`config.mk`:
```
export PLATFORM = sky130hd
export DESIGN_NAME = double_ended_queue_unit
export DESIGN_NICKNAME = d
export VERILOG_FILES = /design/src/rtl/deq_pkg.sv /design/src/rtl/deq_cell.sv /design/src/rtl/double_ended_queue_unit.sv
export SDC_FILE = /design/constraint.sdc
export NUM_CORES = 1
export LEC_CHECK = 0
export BUFFER_PORTS_ARGS = -buffer_cell sky130_fd_sc_hd__buf_4
export CELL_PAD_IN_SITES_DETAIL_PLACEMENT = 1
export CELL_PAD_IN_SITES_GLOBAL_PLACEMENT = 2
export CORE_UTILIZATION = 30
export CTS_BUF_LIST = sky130_fd_sc_hd__clkbuf_4 sky130_fd_sc_hd__clkbuf_8
export CTS_CLUSTER_SIZE = 28
export DETAILED_ROUTE_END_ITERATION = 7
export PLACE_DENSITY_LB_ADDON = 0.1
export SLEW_MARGIN = 20
export SYNTH_ARGS = -nofsm -noshare
export SYNTH_HDL_FRONTEND = slang
export SYNTH_HIERARCHICAL = 1
export SYNTH_SLANG_ARGS = --single-unit
```
`constraint.sdc`:
```
create_clock -name clk -period 7.67 [get_ports clk]
set_clock_uncertainty 0.2 [all_clocks]
set_input_delay 1.1505 -clock clk [delete_from_list [all_inputs] [get_ports clk]]
set_output_delay 1.1505 -clock clk [all_outputs]
set_load 0.02 [all_outputs]
```
`src/rtl/deq_pkg.sv`:
```
`timescale 1ns / 1ps
`default_nettype none

package deq_pkg;

  localparam int DEPTH  = 16;
  localparam int DATA_W = 32;
  localparam int CNT_W  = $clog2(DEPTH + 1);
  localparam int FUNC_W = 3;
  localparam int STAT_W = 2;

  typedef enum logic [FUNC_W-1:0] {
    FUNC_NONE       = 3'd0,
    FUNC_PUSH_FRONT = 3'd1,
    FUNC_PUSH_REAR  = 3'd2,
    FUNC_POP_FRONT  = 3'd3,
    FUNC_POP_REAR   = 3'd4
  } func_t;

  typedef enum logic [STAT_W-1:0] {
    ST_OK    = 2'd0,
    ST_FULL  = 2'd1,
    ST_EMPTY = 2'd2
  } status_t;

  // Operation broadcast to every cell; already gated by full/empty and accept.
  typedef struct packed {
    logic push_front;
    logic push_rear;
    logic pop_front;
    logic pop_rear;
  } cell_cmd_t;

endpackage

`default_nettype wire

```
`src/rtl/deq_cell.sv`:
```
`timescale 1ns / 1ps
`default_nettype none

module deq_cell
  import deq_pkg::*;
(
  input  wire logic                     clk,
  input  wire logic                     rst,
  input  wire cell_cmd_t                cmd,
  input  wire logic signed [DATA_W-1:0] push_word,
  input  wire logic signed [DATA_W-1:0] left_data,
  input  wire logic                     left_valid,
  input  wire logic signed [DATA_W-1:0] right_data,
  input  wire logic                     right_valid,
  input  wire logic                     right_last,
  output logic signed [DATA_W-1:0]      data,
  output logic                          valid,
  output logic                          last,
  output logic signed [DATA_W-1:0]      rear_word,
  output logic signed [DATA_W-1:0]      prev_rear_word
);

  logic                     prev_last;
  logic                     rear_slot;
  logic signed [DATA_W-1:0] data_next;
  logic                     valid_next;

  assign last           = valid & ~right_valid;
  assign prev_last      = valid & right_last;
  assign rear_slot      = ~valid & left_valid;
  assign rear_word      = last ? data : '0;
  assign prev_rear_word = prev_last ? data : '0;

  always_comb begin
    data_next  = data;
    valid_next = valid;
    priority if (cmd.push_front) begin
      // Shift toward the rear.
      data_next  = left_data;
      valid_next = left_valid;
    end else if (cmd.pop_front) begin
      // Shift toward the front.
      data_next  = right_data;
      valid_next = right_valid;
    end else if (cmd.push_rear && rear_slot) begin
      data_next  = push_word;
      valid_next = 1'b1;
    end else if (cmd.pop_rear && last) begin
      valid_next = 1'b0;
    end else begin
      // Hold.
    end
  end

  always_ff @(posedge clk) begin
    data <= data_next;
    if (rst) begin
      valid <= 1'b0;
    end else begin
      valid <= valid_next;
    end
  end

endmodule

`default_nettype wire

```
`src/rtl/double_ended_queue_unit.sv`:
```
`timescale 1ns / 1ps
`default_nettype none

// Double-ended queue of signed 32-bit words, DEPTH entries deep.
// Input channel (in_valid/in_ready) carries one word per operation: func picks
// none, push front, push rear, pop front or pop rear; value is the word to push.
// Output channel (out_valid/out_ready) returns one word per operation: the
// popped word, the words now at front and rear, the occupancy, an empty flag
// and a status (ok, push dropped because full, pop refused because empty).
// Storage is a row of cells: cell 0 holds the front, each further valid cell
// the next word. Front pushes and pops shift the whole row one place; rear
// pushes and pops touch only the cell at the boundary of the valid run, so
// every operation completes in the cycle it is accepted.
// The result is registered and shows on the output in the cycle after
// acceptance. Throughput: one operation per cycle while out_ready is high,
// set by the single output register; in_ready is high whenever that register
// is empty or being taken. When the receiver stalls, the result holds in the
// output register and in_ready drops until it is taken; no operation is lost
// or repeated. Reset (rst, synchronous, active high) empties the queue and the
// output register; stored word values are not cleared and need not be.

module double_ended_queue_unit
  import deq_pkg::*;
(
  input  wire logic                     clk,
  input  wire logic                     rst,
  input  wire logic                     in_valid,
  output logic                          in_ready,
  input  wire logic [FUNC_W-1:0]        func,
  input  wire logic signed [DATA_W-1:0] value,
  output logic                          out_valid,
  input  wire logic                     out_ready,
  output logic signed [DATA_W-1:0]      popped_value,
  output logic signed [DATA_W-1:0]      front_value,
  output logic signed [DATA_W-1:0]      rear_value,
  output logic [CNT_W-1:0]              occupancy,
  output logic                          is_empty,
  output logic [STAT_W-1:0]             status
);

  logic [CNT_W-1:0]         count;
  logic [CNT_W-1:0]         count_next;
  logic                     full;
  logic                     empty;
  logic                     accept;
  cell_cmd_t                cmd;
  cell_cmd_t                cell_cmd;
  status_t                  stat;

  logic signed [DATA_W-1:0] cell_data      [DEPTH];
  logic                     cell_valid     [DEPTH];
  logic                     cell_last      [DEPTH];
  logic signed [DATA_W-1:0] cell_rear      [DEPTH];
  logic signed [DATA_W-1:0] cell_prev_rear [DEPTH];

  logic signed [DATA_W-1:0] rear_now;
  logic signed [DATA_W-1:0] rear_prev;
  logic signed [DATA_W-1:0] res_popped;
  logic signed [DATA_W-1:0] res_front;
  logic signed [DATA_W-1:0] res_rear;

  assign full     = (count == CNT_W'(DEPTH));
  assign empty    = (count == '0);
  assign in_ready = ~out_valid | out_ready;
  assign accept   = in_valid & in_ready;
  assign cell_cmd = accept ? cmd : '0;

  // Decode the operation; refuse pushes when full and pops when empty.
  always_comb begin
    cmd  = '0;
    stat = ST_OK;
    unique case (func)
      FUNC_PUSH_FRONT: begin
        if (full) stat = ST_FULL;
        else cmd.push_front = 1'b1;
      end
      FUNC_PUSH_REAR: begin
        if (full) stat = ST_FULL;
        else cmd.push_rear = 1'b1;
      end
      FUNC_POP_FRONT: begin
        if (empty) stat = ST_EMPTY;
        else cmd.pop_front = 1'b1;
      end
      FUNC_POP_REAR: begin
        if (empty) stat = ST_EMPTY;
        else cmd.pop_rear = 1'b1;
      end
      default: begin
      end
    endcase
  end

  always_comb begin
    count_next = count;
    if (cmd.push_front || cmd.push_rear) begin
      count_next = count + CNT_W'(1);
    end else if (cmd.pop_front || cmd.pop_rear) begin
      count_next = count - CNT_W'(1);
    end
  end

  // Row of cells; cell 0 sees the pushed word on its left, the last cell
  // sees an empty slot on its right.
  for (genvar i = 0; i < DEPTH; i++) begin : g_cell
    logic signed [DATA_W-1:0] left_data;
    logic                     left_valid;
    logic signed [DATA_W-1:0] right_data;
    logic                     right_valid;
    logic                     right_last;

    if (i == 0) begin : g_head
      assign left_data  = value;
      assign left_valid = 1'b1;
    end else begin : g_body
      assign left_data  = cell_data[i-1];
      assign left_valid = cell_valid[i-1];
    end

    if (i == DEPTH - 1) begin : g_tail
      assign right_data  = '0;
      assign right_valid = 1'b0;
      assign right_last  = 1'b0;
    end else begin : g_inner
      assign right_data  = cell_data[i+1];
      assign right_valid = cell_valid[i+1];
      assign right_last  = cell_last[i+1];
    end

    deq_cell u_cell (
      .clk            (clk),
      .rst            (rst),
      .cmd            (cell_cmd),
      .push_word      (value),
      .left_data      (left_data),
      .left_valid     (left_valid),
      .right_data     (right_data),
      .right_valid    (right_valid),
      .right_last     (right_last),
      .data           (cell_data[i]),
      .valid          (cell_valid[i]),
      .last           (cell_last[i]),
      .rear_word      (cell_rear[i]),
      .prev_rear_word (cell_prev_rear[i])
    );
  end

  // At most one cell flags itself last, and at most one next-to-last.
  always_comb begin
    rear_now  = '0;
    rear_prev = '0;
    for (int i = 0; i < DEPTH; i++) begin
      rear_now  = rear_now | cell_rear[i];
      rear_prev = rear_prev | cell_prev_rear[i];
    end
  end

  // Result words as they stand after the operation.
  always_comb begin
    res_popped = '0;
    res_front  = cell_data[0];
    res_rear   = rear_now;
    priority if (cmd.push_front) begin
      res_front = value;
      if (empty) res_rear = value;
    end else if (cmd.push_rear) begin
      res_rear = value;
      if (empty) res_front = value;
    end else if (cmd.pop_front) begin
      res_popped = cell_data[0];
      res_front  = cell_data[1];
    end else if (cmd.pop_rear) begin
      res_popped = rear_now;
      res_rear   = rear_prev;
    end else begin
      // No move: report the row as it stands.
    end
    if (count_next == '0) begin
      res_front = '0;
      res_rear  = '0;
    end
  end

  always_ff @(posedge clk) begin
    if (rst) begin
      count     <= '0;
      out_valid <= 1'b0;
    end else begin
      if (accept) count <= count_next;
      if (accept) begin
        out_valid <= 1'b1;
      end else if (out_ready) begin
        out_valid <= 1'b0;
      end
    end
  end

  // Hold the result until the receiver takes it.
  always_ff @(posedge clk) begin
    if (accept) begin
      popped_value <= res_popped;
      front_value  <= res_front;
      rear_value   <= res_rear;
      occupancy    <= count_next;
      is_empty     <= (count_next == '0);
      status       <= stat;
    end
  end

endmodule

`default_nettype wire

```
==> metrics.csv, run 1 <==
metric;value;unit
grt_pass1_vias;36800;
power.internal;6.70;mW
crit_arrival;5.42;ns
switching_power;3.11;mW
p_clk_frac;0.390;
insertion_delay;0.90;ns
clock-sinks;638;
status;complete, no violations;
h-tree-depth;4;
postRouteAntennaNets;0;
cts_root_buf;clkbuf_8;
wire_per_inst;29.9;um
synth.distinct_cells;59;
worstSetupEndpointType;register;
cts_buffer_depth;3;
cts_buffers;134;
synth_edf_count;616;
die_w;382;um
p_seq_frac;0.434;
drv_cap;0;
slew_headroom;0.199;
grt_max_degree;226;
wirelength;194000;um
floorplan.die_area;0.146;sq mm
synth_area_per_cell;9.67;sq um
ioPinCount;145;
finalSetupViolCount;0;
gp_congestion;0.812;
cts_setup_buffers;0;
post-route-period-util;0.657;
final_common_cell;edfxtp_1;
netlist_instances;4470;
via_per_inst;5.69;
area_delta_synth_final;10.8;%
crit_fanout;94;
antenna_found_initial;31;
die_y;382;um
initial_core_util;0.304;
final_cell_mix;616 x edfxtp_1, 605 x nand2_1, 513 x o21ai_1, 513 x and2_1;
drt_iter0_drc;3936;
holdWs;0.313;ns
rsz0062_at_grt;no;
synth_seq_cells;638;
cp-start-kind;register;
netlist_top_cells_area;edfxtp_1 43%, mux2i_1 12%, and2_1 7.4%;
dp_hpwl;122000;um
finalNetCount;4539;
postSynth.asyncResetShare;0;
layout_min_cycle_time;5.04;ns
slew_viol_final;0;
synthAdderAreaFrac;0.000579;
yosysTopAreaCell;edfxtp_1;
num_rows;138;
synthSimpleGateAreaFrac;0.268;
synthMuxAreaShare;0.127;
synth_xor_area_frac;0.00171;
yosys_warnings;6;
syn_area;0.0432;sq mm
drive_gt1_frac;0.117;
clk_pin_slew_worst_paths;0.06;ns
switching_share;0.317;
power_leakage;17.1;nW
worst_pin_slew;1.20;ns
synth_ff_type;edfxtp_1;
drc;0;
post_cts_resized;0;
setup_slack;2.63;ns
cts_hold_buf;0;
grt-ovfl-total;0;
postLayoutCoreUtil;0.337;
via_count;37000;
core;0.142;sq mm
combinationalPowerShare;0.177;
pre_cts_ws;2.22;ns
grt_pass1_wl;278000;um
hold_class;input pin to register;
fin_setup_tns;0;ns
grt.total_usage;0.261;
crit_type;register to register;
required;8.05;ns
io_buffers;144;
synth_top_cell_area_share;0.428;
ir_worst_vdd;0.163;mV
drtPass1Iterations;8;
synth_top_family_by_area;simple AND/OR/NAND/NOR gates;
p_per_area;205;mW/mm^2
timing.fmax;198;MHz
tritoncts;built;
hold_viol_final;0;
synth-compound-area-share;0.102;
yosysSeqAreaShare;0.438;
==> cell usage after synthesis, types with 55 or more instances <==
cell	number
and3_1	512
mux2i_1	512
buf_2	71
a21oi_1	55
nand2_1	606
nor4_1	258
buf_6	69
clkbuf_1	158
and2_1	514
o21ai_1	529
nand4_1	64
edfxtp_1	616
==> layer usage <==
| layer | up-vias | GRT usage | part of all wire |
|---|---|---|---|
| met4 | 4 | 0.0551 | 0.017 |
| met1 | 19000 | 0.386 | 0.48 |
| met5 | - | 0 | 0.00015 |
| li1 | 16600 | - | - |
| met2 | 1214 | 0.395 | 0.43 |
| met3 | 208 | 0.0424 | 0.067 |
==> kinds of logic (layout without fill, tap and decap cells) <==
kind of cell | count (synthesis) | in the layout
flip-flops | 638 | 638
multiplexers | 544 | 544
XOR/XNOR | 6 | 6
AND/OR/NAND/NOR | 2098 | 2098
buffers and inverters | 393 | 482
adder cells (fa/ha/maj) | 2 | 2
AO/OA/AOI/OAI | 787 | 787
other | 2 | 57
==> worst max-delay path, cell delays in order (launching register included) <==
cell and delay, ns:
dfxtp_1 0.42, inv_1 0.12, ha_1 0.25, and4bb_2 0.31, nor3_2 0.77, and2_4 0.76
buf_4 0.77, buf_4 0.80, o21ai_1 0.17
==> power by group through the flow <==
stage                     combinational (mW)  clock [mW]  sequential (mW)
after floorplan                        0.910           0             4.35
after global placement                  1.69           0             4.32
after detailed placement                1.71           0             4.32
after CTS                               1.72        3.94             4.25
after global routing                    1.84        4.06             4.27
final                                   1.73        3.82             4.25
==> sequential cells by signal, summed over array words and instances, names as in the netlist <==
signal,cells
popped_value,32
g_cell.u_cell/data,512
status,2
is_empty,1
count,5
front_value,32
g_cell.u_cell/valid,16
out_valid,1
rear_value,32
occupancy,5
==> worst paths after layout <==
kind | from | endpoint | slack, ns | cells after the start
worst max-delay path | count[1]$_SDFFE_PP0P_ | g_cell[9].u_cell/data[8]$_DFFE_PP_ | 2.63 | 8
worst min-delay path | in_valid | out_valid$_SDFFE_PP0P_ | 0.31 | 3
worst max register to register | count[1]$_SDFFE_PP0P_ | g_cell[9].u_cell/data[8]$_DFFE_PP_ | 2.63 | 8
worst min register to register | out_valid$_SDFFE_PP0P_ | out_valid$_SDFFE_PP0P_ | 0.35 | 2
==> stage by stage <==
step	instances	power (mW)	instance area, sq um
detailed placement	6251	6.03	45200
finish	6504	9.81	47900
CTS	6488	9.91	47900
global placement	6249	6.01	45100
global route	6490	10.2	47900
floorplan	4510	5.26	43400
==> final cells by class <==
class                           count  area [sq um]
Timing Repair Buffer              222          1790
Clock inverter                     57           433
Antenna cell                       15          37.5
Clock buffer                      180          2230
Inverter                           23          88.8
Multi-Input combinational cell   3479         22000
Tap cell                         1890          2360
Fill cell                       16300         94400
Sequential cell                   638         19000
Power figures use the tool's default switching activity.
==> run 2: changes to the inputs <==
Settings changed: ABC_AREA from default to 1.
Clock period 7.67 ns to 4.7 ns, I/O delays scaled along.
==> run 2 against run 1 <==
Effect of this change:
- the flow now finishes with violations (slew limit)
- wire length fell by 1.6%
- sequential power rose by 64%
- core utilization fell by 0.56 points
- clock-buffer cell count rose by 13
- die area rose by 5.1%
- sequential share of layout area fell by 1.5 points
- synthesized area rose by 5.1%
- setup slack got worse by 1.5 ns
- total power rose by 64%
- sequential cell count did not move
- critical path depth rose by 2
- synthesized cell count rose by 46%
- largest cell class unchanged
- largest power group unchanged
- highest routed layer is now met4
==> metrics.csv, run 2 <==
metric;value;unit
status;complete, but fails checks;
violations;slew limit;
synth_top_cell_area_share;0.407;
synth_edf_count;616;
via_count;43300;
cts_buffers;139;
synth_seq_cells;638;
synth_xor_area_frac;0.000771;
power_leakage;23.1;nW
largest_reg_flops;512;
insertion_delay;0.87;ns
synth.distinct_cells;39;
required;5.11;ns
drc;0;
ir_worst_vdd;0.260;mV
postSynth.asyncResetShare;0;
synth_top_family_by_area;simple AND/OR/NAND/NOR gates;
layout_min_cycle_time;3.56;ns
yosysTopAreaCell;edfxtp_1;
slew_viol_final;33;
drtPass1Iterations;5;
timing.rr.end;g_cell[14].u_cell/data[14]$_DFFE_PP_;
wirelength;191000;um
p_clk_frac;0.375;
grt_pass1_vias;46900;
yosys_warnings;6;
post_cts_resized;0;
timing.fmax;281;MHz
crit_type;register to register;
synthAdderAreaFrac;0.000550;
synthSimpleGateAreaFrac;0.297;
cts_root_buf;clkbuf_8;
final_cell_mix;2177 x nor2_1, 1091 x nand2_1, 1034 x a21oi_1;
yosys-top-cells-count;2179 x nor2_1, 1097 x nand2_1, 1034 x a21oi_1;
die_y;391;um
total_power;16.1;mW
antenna_found_initial;2;
slew_headroom;-0.167;
holdWs;0.0832;ns
worstRegToRegCells;10;
synth_area_per_cell;6.98;sq um
synthMuxAreaShare;0;
num_rows;142;
grt.total_usage;0.249;
finalSetupViolCount;0;
setup_slack;1.14;ns
worst_pin_slew;1.75;ns
clk_pin_slew_worst_paths;0.06;ns
die_w;391;um
switching_share;0.327;
pre_cts_ws;1.05;ns
grt_pass1_wl;289000;um
wire_per_inst;22.0;um
floorplan.die_area;0.153;sq mm
clock-sinks;638;
core;0.150;sq mm
fin_setup_tns;0;ns
netlist_instances;6509;
drive_gt1_frac;0.106;
switching_power;5.27;mW
p_seq_frac;0.432;
via_per_inst;4.98;
gp_congestion;0.831;
syn_area;0.0455;sq mm
drv_cap;0;
h-tree-depth;4;
cts_setup_buffers;0;
worstSetupEndpointType;register;
rsz0062_at_grt;no;
ioPinCount;145;
dp_hpwl;142000;um
finalNetCount;6619;
crit_fanout;32;
postRouteAntennaNets;0;
cts_buffer_depth;3;
fillers;18800;
post-route-period-util;0.758;
grt-ovfl-total;0;
io_buffers;144;
hold_viol_final;0;
synth_ff_type;edfxtp_1;
cp-start-kind;register;
combinationalPowerShare;0.193;
largest_register;g_cell.u_cell/data;
synth_most_common_cell;nor2_1;
netlist_top_cells_area;edfxtp_1 41%, nor2_1 18%, a21oi_1 11%;
area_delta_synth_final;9.39;%
final_common_cell;nor2_1;
power.internal;10.9;mW
drt_iter0_drc;2068;
r2r_setup_slack;1.14;ns
crit_arrival;3.97;ns
grt_max_degree;88;
synth-compound-area-share;0.149;
yosysSeqAreaShare;0.417;
tritoncts;built;
cp-startpoint;count[0]$_SDFFE_PP0P_;
r2r_start;count[0]$_SDFFE_PP0P_;
hold_class;input pin to register;
initial_core_util;0.303;
crit_end;g_cell[14].u_cell/data[14]$_DFFE_PP_;
p_per_area;324;mW/mm^2
## run 2: cell types whose count changed after synthesis, moves of 86 or more
cell	before	now
nand2_1	606	1097
buf_6	69	200
inv_1	22	620
and3_1	512	0
a21oi_1	55	1034
nor2_1	32	2179
mux2i_1	512	0
inv_2	0	86
nor4_1	258	3
and2_1	514	0
clkbuf_1	158	35
o21ai_1	529	0
## run 2: worst max-delay path, cell delays in order (launching register included)
cell      delay, ns
dfxtp_1        0.37
inv_1          0.12
ha_1           0.30
nand3_2        0.23
nand2_2        0.28
nor2_4         0.59
buf_12         0.28
buf_12         0.23
clkinv_4       0.35
nand2_1        0.18
a21oi_2        0.06
## run 2: how the worst min path moves through the flow
stage               cells after the start                      to                   start  slack, ns
floorplan                               2   count[4]$_SDFFE_PP0P_   count[4]$_SDFFE_PP0P_       0.34
global placement                        2  out_valid$_SDFFE_PP0P_  out_valid$_SDFFE_PP0P_       0.33
detailed placement                      2  out_valid$_SDFFE_PP0P_  out_valid$_SDFFE_PP0P_       0.34
CTS                                     2   count[4]$_SDFFE_PP0P_                     rst       0.01
global route                            2   count[4]$_SDFFE_PP0P_                     rst       0.06
finish                                  2   count[4]$_SDFFE_PP0P_                     rst       0.08
## run 2: kinds of logic (layout without fill, tap and decap cells)
logic type | count (synthesis) | count (layout)
DFF | 638 | 638
adders and majority gates | 2 | 2
AOI/OAI and AO/OA | 1270 | 1270
other | 2 | 38
and+or+nand+nor | 3474 | 3474
xor gates and xnor gates | 4 | 4
buffers and inverters | 1119 | 1248
## run 2: power by group through the flow
stage	Sequential [mW]	Clock, mW	Combinational [mW]
2_1_floorplan	7.14	0	1.88
3_3_place_gp	7.09	0	3.09
3_5_place_dp	7.09	0	3.17
4_1_cts	6.98	6.30	3.17
5_1_grt	7.00	6.49	3.46
6_report	6.97	6.05	3.11
## run 2: timing repair
item,4_1_cts,5_1_grt
endpoints found under the hold margin,1,0
setup endpoints to repair,0,0
hold buffers,2,0
## run 2: layer usage
layer,track usage,part of all wire,vias to the layer above
met4,0.107,0.043,0
met2,0.464,0.52,597
met1,0.285,0.41,21500
met3,0.0274,0.024,303
li1,-,-,20800
met5,0,0,-
## run 2: through the flow
stage,area [sq um],utilization,std cells
finish,49700,0.331,8690
global route,49700,0.331,8690
CTS,49700,0.331,8689
detailed placement,47100,0.314,8451
global placement,47100,0.314,8451
floorplan,45600,-,6544
## run 2: final cells by class
cell class              count  area [sq um]  share of cell area
well taps                2016          2520              0.0507
flip-flops and latches    638         18900               0.381
clock buffers             193          2360              0.0475
inverters                 739          2900              0.0582
repair buffers            273          2290              0.0461
multi-input cells        4787         20500               0.412
clock inverters            43           208             0.00418
diodes                      1          2.50           0.0000503
